==> src/u8v_pkg.sv <==
`default_nettype none

package u8v_pkg;

    localparam int unsigned QUEUE_DEPTH = 2;

    localparam logic [7:0] C_ASCII_MAX   = 8'h7F;
    localparam logic [7:0] C_CONT_LO     = 8'h80;
    localparam logic [7:0] C_CONT_HI     = 8'hBF;
    localparam logic [7:0] C_LEAD2_LO    = 8'hC2;
    localparam logic [7:0] C_LEAD2_HI    = 8'hDF;
    localparam logic [7:0] C_LEAD3_LO    = 8'hE0;
    localparam logic [7:0] C_LEAD3_HI    = 8'hEF;
    localparam logic [7:0] C_LEAD4_LO    = 8'hF0;
    localparam logic [7:0] C_LEAD4_HI    = 8'hF4;
    localparam logic [7:0] C_LEAD_E0     = 8'hE0;
    localparam logic [7:0] C_LEAD_ED     = 8'hED;
    localparam logic [7:0] C_LEAD_F0     = 8'hF0;
    localparam logic [7:0] C_LEAD_F4     = 8'hF4;
    localparam logic [7:0] C_E0_CONT_LO  = 8'hA0;
    localparam logic [7:0] C_ED_CONT_HI  = 8'h9F;
    localparam logic [7:0] C_F0_CONT_LO  = 8'h90;
    localparam logic [7:0] C_F4_CONT_HI  = 8'h8F;
    localparam logic [7:0] C_ESC_FIRST   = 8'hED;
    localparam logic [7:0] C_ESC_MID     = 8'hAC;
    localparam logic [7:0] C_ESC_LOW_TAG = 8'h80;

    localparam logic [2:0] C_LEN_NONE = 3'd0;
    localparam logic [2:0] C_LEN_2    = 3'd2;
    localparam logic [2:0] C_LEN_3    = 3'd3;
    localparam logic [2:0] C_LEN_4    = 3'd4;

    localparam logic [1:0] C_PH_FIRST = 2'd0;
    localparam logic [1:0] C_PH_MID   = 2'd1;
    localparam logic [1:0] C_PH_LAST  = 2'd2;

    // One command holds every symbol that one input item releases: a symbol is
    // a byte that is either passed through or escaped into three bytes.
    typedef struct packed {
        logic [3:0][7:0] sym_byte;
        logic [3:0]      sym_esc;
        logic [2:0]      sym_cnt;
        logic            last;
    } t_cmd;

endpackage

`default_nettype wire

==> src/u8v_in_if.sv <==
`default_nettype none

interface u8v_in_if;
    logic       valid;
    logic       ready;
    logic [7:0] in_byte;
    logic       is_last;

    modport source (output valid, output in_byte, output is_last, input ready);
    modport sink   (input valid, input in_byte, input is_last, output ready);
endinterface

`default_nettype wire

==> src/u8v_out_if.sv <==
`default_nettype none

interface u8v_out_if;
    logic       valid;
    logic       ready;
    logic [7:0] out_byte;
    logic       escaped;
    logic       run_last;
    logic       stream_end;

    modport source (output valid, output out_byte, output escaped, output run_last,
                    output stream_end, input ready);
    modport sink   (input valid, input out_byte, input escaped, input run_last,
                    input stream_end, output ready);
endinterface

`default_nettype wire

==> src/utf8_validate_escape_invalid_core.sv <==
// Channel   Direction  Carries                                     Accepted when
// i_in_chan in         in_byte[7:0], is_last                       valid && ready
// o_out_chan out       out_byte[7:0], escaped, run_last, stream_end valid && ready
//
// The front classifies one byte per cycle while the queue has room; valid text
// leaves at one byte per cycle while the output is ready. An item releases one
// output byte per passed and three per escaped byte, 0 to 12 at the output port,
// the only serial resource. Commands pass the queue, then the output register.
// Reset is synchronous and clears pending state, the queue and the output register.
// Input ready drops only when the command queue is full; the output stalls freely.
`default_nettype none

module utf8_validate_escape_invalid_core
    import u8v_pkg::*;
#(
    parameter int unsigned QUEUE_DEPTH_P = QUEUE_DEPTH
) (
    input  wire logic i_clk,
    input  wire logic i_rst_n,
    u8v_in_if.sink    i_in_chan,
    u8v_out_if.source o_out_chan
);

    t_cmd front_cmd;
    t_cmd head_cmd;
    logic front_push;
    logic q_space;
    logic q_avail;
    logic back_pop;

    u8v_front u_front (
        .i_clk   (i_clk),
        .i_rst_n (i_rst_n),
        .i_valid (i_in_chan.valid),
        .i_byte  (i_in_chan.in_byte),
        .i_last  (i_in_chan.is_last),
        .i_space (q_space),
        .o_ready (i_in_chan.ready),
        .o_push  (front_push),
        .o_cmd   (front_cmd)
    );

    u8v_queue #(
        .DEPTH (QUEUE_DEPTH_P)
    ) u_queue (
        .i_clk   (i_clk),
        .i_rst_n (i_rst_n),
        .i_push  (front_push),
        .i_cmd   (front_cmd),
        .i_pop   (back_pop),
        .o_space (q_space),
        .o_avail (q_avail),
        .o_head  (head_cmd)
    );

    u8v_back u_back (
        .i_clk   (i_clk),
        .i_rst_n (i_rst_n),
        .i_avail (q_avail),
        .i_head  (head_cmd),
        .o_pop   (back_pop),
        .o_out   (o_out_chan)
    );

endmodule

`default_nettype wire

==> src/u8v_front.sv <==
`default_nettype none

module u8v_front
    import u8v_pkg::*;
(
    input  wire logic       i_clk,
    input  wire logic       i_rst_n,
    input  wire logic       i_valid,
    input  wire logic [7:0] i_byte,
    input  wire logic       i_last,
    input  wire logic       i_space,
    output logic            o_ready,
    output logic            o_push,
    output t_cmd            o_cmd
);

    logic [7:0] r_pend [3];
    logic [1:0] r_cnt;
    logic [2:0] r_len;
    logic [1:0] n_cnt;
    logic [2:0] n_len;

    logic       accept;
    logic [2:0] f_len;
    logic       f_emit;
    logic       f_esc;
    logic [7:0] lo;
    logic [7:0] hi;
    logic       ok;
    logic       complete;
    logic       pend_emit;
    logic       pend_esc;
    logic       b_emit;
    logic       b_esc;
    logic       wr_en;
    logic [1:0] wr_idx;
    logic [2:0] out_cnt;

    assign o_ready = i_space;
    assign accept  = i_valid && i_space;

    always_comb begin
        f_len = C_LEN_NONE;
        if (i_byte >= C_LEAD2_LO && i_byte <= C_LEAD2_HI) begin
            f_len = C_LEN_2;
        end else if (i_byte >= C_LEAD3_LO && i_byte <= C_LEAD3_HI) begin
            f_len = C_LEN_3;
        end else if (i_byte >= C_LEAD4_LO && i_byte <= C_LEAD4_HI) begin
            f_len = C_LEN_4;
        end
        f_emit = (i_byte <= C_ASCII_MAX) || (f_len == C_LEN_NONE) || i_last;
        f_esc  = (i_byte > C_ASCII_MAX) && f_emit;

        lo = C_CONT_LO;
        hi = C_CONT_HI;
        if (r_cnt == 2'd1) begin
            case (r_pend[0])
                C_LEAD_E0: lo = C_E0_CONT_LO;
                C_LEAD_ED: hi = C_ED_CONT_HI;
                C_LEAD_F0: lo = C_F0_CONT_LO;
                C_LEAD_F4: hi = C_F4_CONT_HI;
                default:   lo = C_CONT_LO;
            endcase
        end
        ok       = (i_byte >= lo) && (i_byte <= hi);
        complete = ok && (({1'b0, r_cnt} + 3'd1) == r_len);

        pend_emit = 1'b0;
        pend_esc  = 1'b0;
        b_emit    = 1'b0;
        b_esc     = 1'b0;
        wr_en     = 1'b0;
        wr_idx    = r_cnt;
        n_cnt     = r_cnt;
        n_len     = r_len;

        if (r_cnt == 2'd0) begin
            b_emit = f_emit;
            b_esc  = f_esc;
            if (!f_emit) begin
                wr_en  = 1'b1;
                wr_idx = 2'd0;
                n_cnt  = 2'd1;
                n_len  = f_len;
            end
        end else if (complete) begin
            pend_emit = 1'b1;
            b_emit    = 1'b1;
            n_cnt     = 2'd0;
            n_len     = C_LEN_NONE;
        end else if (ok && i_last) begin
            pend_emit = 1'b1;
            pend_esc  = 1'b1;
            b_emit    = 1'b1;
            b_esc     = 1'b1;
            n_cnt     = 2'd0;
            n_len     = C_LEN_NONE;
        end else if (ok && r_cnt < 2'd3) begin
            wr_en = 1'b1;
            n_cnt = r_cnt + 2'd1;
        end else begin
            // The byte breaks the sequence: escape what is held, then restart on it.
            pend_emit = 1'b1;
            pend_esc  = 1'b1;
            b_emit    = f_emit;
            b_esc     = f_esc;
            n_cnt     = 2'd0;
            n_len     = C_LEN_NONE;
            if (!f_emit) begin
                wr_en  = 1'b1;
                wr_idx = 2'd0;
                n_cnt  = 2'd1;
                n_len  = f_len;
            end
        end

        out_cnt = (pend_emit ? {1'b0, r_cnt} : 3'd0) + {2'b00, b_emit};

        for (int k = 0; k < 3; k++) begin
            o_cmd.sym_byte[k] = (2'(k) < r_cnt) ? r_pend[k] : i_byte;
            o_cmd.sym_esc[k]  = (2'(k) < r_cnt) ? pend_esc : b_esc;
        end
        o_cmd.sym_byte[3] = i_byte;
        o_cmd.sym_esc[3]  = b_esc;
        o_cmd.sym_cnt     = out_cnt;
        o_cmd.last        = i_last;
    end

    assign o_push = accept && (out_cnt != 3'd0);

    always_ff @(posedge i_clk) begin
        if (!i_rst_n) begin
            r_cnt <= 2'd0;
            r_len <= C_LEN_NONE;
        end else if (accept) begin
            r_cnt <= n_cnt;
            r_len <= n_len;
        end
    end

    always_ff @(posedge i_clk) begin
        if (accept && wr_en) begin
            r_pend[wr_idx] <= i_byte;
        end
    end

    a_len_tracks_cnt: assert property (@(posedge i_clk) disable iff (!i_rst_n)
        (r_cnt == 2'd0) == (r_len == C_LEN_NONE))
        else $error("pending count and sequence length disagree");

    a_cnt_below_len: assert property (@(posedge i_clk) disable iff (!i_rst_n)
        (r_cnt != 2'd0) |-> ({1'b0, r_cnt} < r_len))
        else $error("pending sequence is longer than its lead allows");

    a_last_flushes: assert property (@(posedge i_clk) disable iff (!i_rst_n)
        (accept && i_last) |=> (r_cnt == 2'd0))
        else $error("bytes left pending after the last item of a stream");

endmodule

`default_nettype wire

==> src/u8v_queue.sv <==
`default_nettype none

module u8v_queue
    import u8v_pkg::*;
#(
    parameter int unsigned DEPTH = QUEUE_DEPTH
) (
    input  wire logic i_clk,
    input  wire logic i_rst_n,
    input  wire logic i_push,
    input  t_cmd      i_cmd,
    input  wire logic i_pop,
    output logic      o_space,
    output logic      o_avail,
    output t_cmd      o_head
);

    localparam int unsigned AW = (DEPTH > 1) ? $clog2(DEPTH) : 1;
    localparam int unsigned CW = $clog2(DEPTH + 1);
    localparam logic [AW-1:0] LAST_IDX = AW'(DEPTH - 1);
    localparam logic [CW-1:0] FULL_CNT = CW'(DEPTH);

    t_cmd          r_mem [DEPTH];
    logic [AW-1:0] r_wr;
    logic [AW-1:0] r_rd;
    logic [CW-1:0] r_fill;

    logic do_push;
    logic do_pop;

    assign o_space = (r_fill != FULL_CNT);
    assign o_avail = (r_fill != '0);
    assign o_head  = r_mem[r_rd];
    assign do_push = i_push && o_space;
    assign do_pop  = i_pop && o_avail;

    always_ff @(posedge i_clk) begin
        if (!i_rst_n) begin
            r_wr   <= '0;
            r_rd   <= '0;
            r_fill <= '0;
        end else begin
            if (do_push) begin
                r_wr <= (r_wr == LAST_IDX) ? '0 : r_wr + AW'(1);
            end
            if (do_pop) begin
                r_rd <= (r_rd == LAST_IDX) ? '0 : r_rd + AW'(1);
            end
            if (do_push && !do_pop) begin
                r_fill <= r_fill + CW'(1);
            end else if (do_pop && !do_push) begin
                r_fill <= r_fill - CW'(1);
            end
        end
    end

    always_ff @(posedge i_clk) begin
        if (do_push) begin
            r_mem[r_wr] <= i_cmd;
        end
    end

endmodule

`default_nettype wire

==> src/u8v_back.sv <==
`default_nettype none

module u8v_back
    import u8v_pkg::*;
(
    input  wire logic i_clk,
    input  wire logic i_rst_n,
    input  wire logic i_avail,
    input  t_cmd      i_head,
    output logic      o_pop,
    u8v_out_if.source o_out
);

    logic [1:0] r_sym;
    logic [1:0] r_ph;
    logic       r_valid;
    logic [7:0] r_byte;
    logic       r_esc;
    logic       r_run_last;
    logic       r_end;

    logic [7:0] sb;
    logic       sesc;
    logic [7:0] cur_byte;
    logic       sym_done;
    logic       cmd_done;
    logic       load;

    always_comb begin
        sb   = i_head.sym_byte[r_sym];
        sesc = i_head.sym_esc[r_sym];
        case (r_ph)
            C_PH_FIRST: cur_byte = sesc ? C_ESC_FIRST : sb;
            C_PH_MID:   cur_byte = C_ESC_MID + {6'd0, sb[7:6]};
            default:    cur_byte = C_ESC_LOW_TAG | {2'b00, sb[5:0]};
        endcase
        sym_done = !sesc || (r_ph == C_PH_LAST);
        cmd_done = sym_done && (({1'b0, r_sym} + 3'd1) == i_head.sym_cnt);
    end

    assign load  = i_avail && (!r_valid || o_out.ready);
    assign o_pop = load && cmd_done;

    always_ff @(posedge i_clk) begin
        if (!i_rst_n) begin
            r_sym   <= 2'd0;
            r_ph    <= C_PH_FIRST;
            r_valid <= 1'b0;
        end else begin
            if (load) begin
                r_valid <= 1'b1;
                if (cmd_done) begin
                    r_sym <= 2'd0;
                    r_ph  <= C_PH_FIRST;
                end else if (sym_done) begin
                    r_sym <= r_sym + 2'd1;
                    r_ph  <= C_PH_FIRST;
                end else begin
                    r_ph <= r_ph + 2'd1;
                end
            end else if (o_out.ready) begin
                r_valid <= 1'b0;
            end
        end
    end

    always_ff @(posedge i_clk) begin
        if (load) begin
            r_byte     <= cur_byte;
            r_esc      <= sesc;
            r_run_last <= cmd_done;
            r_end      <= cmd_done && i_head.last;
        end
    end

    assign o_out.valid      = r_valid;
    assign o_out.out_byte   = r_byte;
    assign o_out.escaped    = r_esc;
    assign o_out.run_last   = r_run_last;
    assign o_out.stream_end = r_end;

    a_hold_on_stall: assert property (@(posedge i_clk) disable iff (!i_rst_n)
        (r_valid && !o_out.ready) |=> ($stable(r_sym) && $stable(r_ph)))
        else $error("expansion advanced while the output was stalled");

    a_phase_only_in_escape: assert property (@(posedge i_clk) disable iff (!i_rst_n)
        (r_ph != C_PH_FIRST) |-> (i_avail && i_head.sym_esc[r_sym] && r_ph != 2'd3))
        else $error("escape phase set outside an escaped symbol");

    a_end_is_run_last: assert property (@(posedge i_clk) disable iff (!i_rst_n)
        (r_valid && r_end) |-> r_run_last)
        else $error("stream end flagged on a byte that does not close its item");

endmodule

`default_nettype wire
==> src/flat_wrapper.sv <==
// flat-port wrapper written by rule: the top's interface ports become plain ports
module utf8_validate_escape_invalid_core_flat import u8v_pkg::*;
#(
    parameter int unsigned QUEUE_DEPTH_P = QUEUE_DEPTH
)
  (i_clk, i_rst_n, i_in_chan_valid, i_in_chan_in_byte, i_in_chan_is_last, i_in_chan_ready, o_out_chan_valid, o_out_chan_out_byte, o_out_chan_escaped, o_out_chan_run_last, o_out_chan_stream_end, o_out_chan_ready);
  u8v_in_if i_in_chan_i ();
  u8v_out_if o_out_chan_i ();
  input  wire logic i_clk;
  input  wire logic i_rst_n;
  input wire logic [$bits(i_in_chan_i.valid)-1:0] i_in_chan_valid;
  input wire logic [$bits(i_in_chan_i.in_byte)-1:0] i_in_chan_in_byte;
  input wire logic [$bits(i_in_chan_i.is_last)-1:0] i_in_chan_is_last;
  output wire logic [$bits(i_in_chan_i.ready)-1:0] i_in_chan_ready;
  output wire logic [$bits(o_out_chan_i.valid)-1:0] o_out_chan_valid;
  output wire logic [$bits(o_out_chan_i.out_byte)-1:0] o_out_chan_out_byte;
  output wire logic [$bits(o_out_chan_i.escaped)-1:0] o_out_chan_escaped;
  output wire logic [$bits(o_out_chan_i.run_last)-1:0] o_out_chan_run_last;
  output wire logic [$bits(o_out_chan_i.stream_end)-1:0] o_out_chan_stream_end;
  input wire logic [$bits(o_out_chan_i.ready)-1:0] o_out_chan_ready;
  assign i_in_chan_i.valid = i_in_chan_valid;
  assign i_in_chan_i.in_byte = i_in_chan_in_byte;
  assign i_in_chan_i.is_last = i_in_chan_is_last;
  assign i_in_chan_ready = i_in_chan_i.ready;
  assign o_out_chan_valid = o_out_chan_i.valid;
  assign o_out_chan_out_byte = o_out_chan_i.out_byte;
  assign o_out_chan_escaped = o_out_chan_i.escaped;
  assign o_out_chan_run_last = o_out_chan_i.run_last;
  assign o_out_chan_stream_end = o_out_chan_i.stream_end;
  assign o_out_chan_i.ready = o_out_chan_ready;
  utf8_validate_escape_invalid_core #(.QUEUE_DEPTH_P(QUEUE_DEPTH_P)) u_core (.i_clk(i_clk), .i_rst_n(i_rst_n), .i_in_chan(i_in_chan_i), .o_out_chan(o_out_chan_i));
endmodule
==> config.mk <==
export PLATFORM = sky130hd
export DESIGN_NAME = utf8_validate_escape_invalid_core_flat
export DESIGN_NICKNAME = d
export VERILOG_FILES = /design/src/u8v_pkg.sv /design/src/u8v_in_if.sv /design/src/u8v_out_if.sv /design/src/utf8_validate_escape_invalid_core.sv /design/src/u8v_front.sv /design/src/u8v_queue.sv /design/src/u8v_back.sv /design/src/flat_wrapper.sv
export SDC_FILE = /design/constraint.sdc
export NUM_CORES = 1
export LEC_CHECK = 0
export ABC_CLOCK_PERIOD_IN_PS = 14490
export CORE_MARGIN = 1.5
export CORE_UTILIZATION = 30
export CTS_BUF_LIST = sky130_fd_sc_hd__clkbuf_8
export CTS_CLUSTER_DIAMETER = 200
export CTS_CLUSTER_SIZE = 8
export DETAILED_ROUTE_END_ITERATION = 8
export DONT_BUFFER_PORTS = 1
export PLACE_DENSITY_LB_ADDON = 0.1
export SLEW_MARGIN = 0
export SYNTH_ARGS = -nofsm -noshare
export SYNTH_HDL_FRONTEND = slang
export SYNTH_SLANG_ARGS = --single-unit
==> constraint.sdc <==
create_clock -name i_clk -period 14.49 [get_ports i_clk]
set_input_delay 3.6225 -clock i_clk [delete_from_list [all_inputs] [get_ports i_clk]]
set_output_delay 3.6225 -clock i_clk [all_outputs]
set_load 0.02 [all_outputs]
==> Yosys cells after proc, flatten, opt, wreduce, memory -nomap -nowiden <==
Memories as Yosys holds them, arrays and structs flattened. A register that Yosys moved wholly into a read port is not among the register bits.
Cells that the tools add are included.
{ "totals": {"ff_bits": 25, "ram_bits": 104, "output_inout_bits": 13, "memories": 2} }
{ "mem_list": {"columns": ["memory", "words", "word_bits", "read_ports", "rd_ports_with_merged_regs", "write_ports", "line_no", "source"], "rows": [
  ["u_core.u_queue.r_mem", 2, 40, 1, 1, 1, "u8v_queue.sv:23", "t_cmd r_mem [DEPTH];"],
  ["u_core.u_front.r_pend", 3, 8, 3, 0, 1, "u8v_front.sv:17", "logic [7:0] r_pend [3];"]
]} }
{ "classes": {"n_addsub": 11, "n_lt_le_gt_ge": 15, "n_eq_ne": 12, "muxes": 72, "n_reduce_logical": 38} }
{ "op_table": {"columns": ["op", "n"], "rows": [
  ["$mux W8", 5],
  ["$mux W1", 34],
  ["$mux W2", 17],
  ["$eq A8 B8 Y1 const B", 4],
  ["$mux W3", 9],
  ["$ge A8 B8 Y1 const B", 3],
  ["$le A8 B8 Y1 const B", 3],
  ["$pmux W6 S2", 2],
  ["$logic_and A1 B1 Y1", 19],
  ["$bmux W8 S2", 1],
  ["$pmux W8 S2", 1],
  ["$mux W6", 2],
  ["$add A2 B1 Y2 const B", 4],
  ["$add A8 B2 Y8 const A", 1],
  ["$ge A8 B8 Y1", 1],
  ["$gt A8 B7 Y1 const B", 1],
  ["$le A8 B7 Y1 const B", 1],
  ["$le A8 B8 Y1", 1],
  ["$reduce_bool A2 Y1", 4],
  ["$add A2 B1 Y3 const B", 2],
  ["$eq A3 B3 Y1", 2],
  ["$eq A2 B1 Y1 const B", 2],
  ["$logic_not A1 Y1", 4],
  ["$logic_not A2 Y1", 2],
  ["16 further kinds", 23]
]} }

==> Logic depth before layout (Yosys ltp) <==
{ "logic_depth": {"depth_word": 20, "depth_mapped": 18, "depth_no_buf": 18} }

==> Cells and area by module <==
A second synthesis with hierarchy kept.
{ "hier_totals": {"hier_cells": 396, "area_unflattened_um2": 5987.0} }
{ "by_module_without_submodules": {"columns": ["module", "instances", "cells_per_inst", "area_each_um2"], "rows": [
  ["u8v_queue", 1, 148, 3115.5],
  ["u8v_front", 1, 167, 1873.0],
  ["u8v_back", 1, 81, 998.5]
]} }

==> Worst setup path before layout <==
Ideal clock, no wire load.
{ "synth_timing": {"path_kind": "input-to-reg", "from": "in i_in_chan_is_last", "to": "mem u_core.u_queue.r_mem[0][0] in the netlist's numbering, enable pin", "arrival_ns": 7.183, "required_ns": 14.053, "slack_ns": 6.869, "cell_stages": 10, "cell_sequence": "buf_2 > nor2b_1 > or4b_4 > and2_1 > a2bb2oi_1 > inv_1 > ha_1 > ha_1 > o31ai_1 > nor2_1"} }
{ "synth_lines": {"columns": ["item", "line_no", "source"], "rows": [
  ["from (decl)", "flat_wrapper.sv:13", "input wire logic [$bits(i_in_chan_i.is_last)-1:0] i_in_chan_is_last;"],
  ["to (decl)", "u8v_queue.sv:23", null]
]} }

==> flow_summary.yaml <==
cells_and_area:
  multi_input_area_mm2: 0.00198
  area_growth_pct: 12.3
  drive_above_1_share: 0.225
  seqCellArea_mm2: 0.00375
  fillerInstances: 1876
  final_util: 0.346
  nNetsFinal: 418
  diodes: 0
detailed_routing:
  drc: 0
  antenna_left: 0
  wl_per_cell_um: 19.4
  drt_iter0_drc: 179
  via_count: 3159
  wl_mm: 12.9
  dr.pass1.iters: 4
  viasPerCell: 4.76
sta:
  fin_tns_setup_ns: 0
  maxSlewViolCount: 0
  post-route-period-util: 0.470
  fmax_mhz: 147
  worstMarginPinSlew_ns: 0.950
  maxSlewHeadroom: 0.367
  skew_ns: 0.0122
  rsz0062_at_grt: "false"
  final_hold_viol_count: 0
  setup_violations: 0
  period_needed_ns: 6.81
  whs_ns: 0.480
global_routing:
  overflow: 0
  grt_max_degree: 41
  grt_pass1_wl_mm: 19.7
  grt_pass1_vias: 3213
  antenna_found_initial: 0
  grt_usage: 0.138
synth:
  synth-warning-count: 0
  syn_area_mm2: 0.00582
  netlist_instances: 381
  synthFlopType: "edfxtp_1"
  postSynth.asyncResetShare: 0
  synth-edff-count: 115
  ys_ff_latch: 130
  synthesis.nets: 408
  synth_seq_area_share: 0.645
  synth_area_per_cell_um2: 15.3
  synthDistinctLibCells: 53
placed_design:
  place_hpwl_mm: 8.05
  globalplace.congestion: 0.796
  io_buffers: 0
clocking:
  clkTransAtPathRegs_ns: 0.08
  cts.repair.resized: 0
  cts_sinks: 130
  clock_latency_ns: 0.44
  cts_tree: "built"
  h-tree-depth: 4
  cts-root-buf: "clkbuf_8"
  cts_buffers: 17
  cts_setup_buffers: 0
  clockBufferDepth: 2
  hold_buffers: 0
power:
  total_power_mw: 1.09
  vdd_drop_max_mv: 0.0665
  p_per_area_mw_per_mm2: 166
  leakage_nw: 2.10
critical_path:
  path_cells: "ha_1 -> inv_1 -> o21ai_0 -> o211ai_1 -> a2bb2oi_1 -> inv_1 -> ha_1 -> ha_1 -> o31ai_1 -> inv_1 -> ha_1 -> or3_1 -> a21oi_1"
  crit_type: "in -> reg"
  crit_required_ns: 14.86
  critical_path.most_common_cell: "ha_1"
  cp_num_buf_inv: 3
  cp-start-kind: "input port"
  worst_setup_path_end_kind: "register"
  arrival_ns: 7.18
  slowest_stage: "o31ai_1"
  worstPathMaxFanout: 14
  crit_family: "compound AO/OA/AOI/OAI gates"
  slowest_delay_ns: 0.77
floorplanning:
  die_x_um: 142
  fp.dieH_um: 142
  ioPinCount: 26
  die_area_mm2: 0.0202
  core_mm2: 0.0189
  start_util: 0.308
  rows: 50
min_path:
  hold_path.class: "reg -> reg"
status:
  status: "finished, final reports clean"
flow_run:
  drv_cap: 0
-- synth_stat cells (all sizes together), types with 2 or more instances --
library cell | instances | area, um2
mux2i | 17 | 183
buf | 8 | 47.5
xnor2 | 4 | 35.0
clkbuf | 7 | 26.3
nand2b | 4 | 25.0
o211ai | 4 | 30.0
inv | 16 | 60.1
nand4 | 6 | 37.5
nand3 | 9 | 45.0
nor3 | 7 | 35.0
mux4 | 18 | 405
nor4 | 5 | 61.3
and2 | 3 | 18.8
nor2 | 24 | 90.1
mux2 | 24 | 274
a21oi | 11 | 55.1
o211a | 2 | 20.0
o21ai | 11 | 62.6
o2111ai | 2 | 17.5
ha | 14 | 175
o22ai | 2 | 12.5
o21a | 3 | 22.5
edfxtp | 115 | 3450
dfxtp | 15 | 300
nand2 | 21 | 78.8
nor2b | 2 | 12.5
xor2 | 6 | 52.6
or3 | 4 | 25.0
-- cell usage in the layout (no fill, tap or decap), types with 3 or more instances in the layout --
cell type and n:
edfxtp_1 115, nor3_1 7, dfxtp_1 15, mux2i_1 16
and2_1 3, o211ai_1 4, nor4_4 4, buf_4 6
mux2_2 23, nand2_1 21, o21ai_0 8, nand3_1 9
mux4_2 18, nand4_1 6, clkbuf_8 17, nand2b_1 4
o21a_1 3, clkinv_2 6, ha_1 14, inv_1 17
nor2_1 22, xnor2_1 4, clkinvlp_4 4, xor2_1 6
or3_1 4, a21oi_1 11
-- final timing paths --
| kind | from | endpoint | slack, ns | cells after the start |
|---|---|---|---|---|
| hold / removal | u_core.u_front.r_len[1] | u_core.u_front.r_len[1] | 0.48 | 2 |
| setup / recovery | i_in_chan_in_byte[5] | u_core.u_queue.r_fill[1] | 7.68 | 13 |
| setup reg to reg | u_core.u_front.r_cnt[1] | u_core.u_queue.r_fill[1] | 9.11 | 13 |
| hold reg to reg | u_core.u_front.r_len[1] | u_core.u_front.r_len[1] | 0.48 | 2 |
-- state kept, by name, summed over array words and instances (netlist names), 2 cells and up, named ones only --
register                      flops
u_core.u_back.r_sym               2
u_core.u_front.r_pend            24
u_core.u_queue.r_fill             2
u_core.u_front.r_len              3
u_core.u_queue.r_mem             80
u_core.u_back.o_out.out_byte      8
u_core.u_back.r_ph                2
u_core.u_front.r_cnt              2
-- power breakdown --
group / switching (mW) / total, mW / internal [mW]
registers: 0.0409 / 0.533 / 0.492
logic: 0.152 / 0.252 / 0.100
clock network: 0.149 / 0.300 / 0.151
-- metrics by stage --
stage	std cells	area [um2]	worst slack, ns
6_report	664	6540	7.68
5_1_grt	664	6540	7.50
3_3_place_gp	632	6160	7.25
3_5_place_dp	632	6160	7.22
2_1_floorplan	381	5820	6.87
4_1_cts	664	6540	7.69
-- tightest hold or removal path: stages (launching register included) --
cell and delay, ns:
dfxtp_1 0.32, nand2_1 0.06, mux2i_1 0.05
-- cells by family (layout without fill, tap and decap cells) --
kind of cell / after synthesis / in the layout / synth area share
buffers and inverters: 31 / 54 / 0.0230
DFF: 130 / 130 / 0.645
muxes: 59 / 59 / 0.148
adders and majority gates: 14 / 14 / 0.0301
and+or+nand+nor: 93 / 93 / 0.0858
AOI/OAI and AO/OA: 44 / 44 / 0.0527
xor gates and xnor gates: 10 / 10 / 0.0151
-- layout make-up --
type,count,area share
Sequential cell,130,0.574
Clock buffer,17,0.0358
Clock inverter,15,0.0216
Multi-Input combinational cell,220,0.302
Inverter,16,0.00919
Timing Repair Buffer,6,0.00689
Tap cell,260,0.0498
-- routing by layer --
| metal | vias to the layer above | wire (um) | part of all wire | GRT usage |
|---|---|---|---|---|
| li1 | 1498 | - | - | - |
| met1 | 1596 | 6120 | 0.47 | 0.178 |
| met2 | 61 | 6100 | 0.47 | 0.221 |
| met3 | 4 | 611 | 0.047 | 0.0441 |
| met4 | 0 | 81 | 0.0063 | 0.0402 |
| met5 | - | 0 | 0 | 0 |
Power figures use the tool's default switching activity.
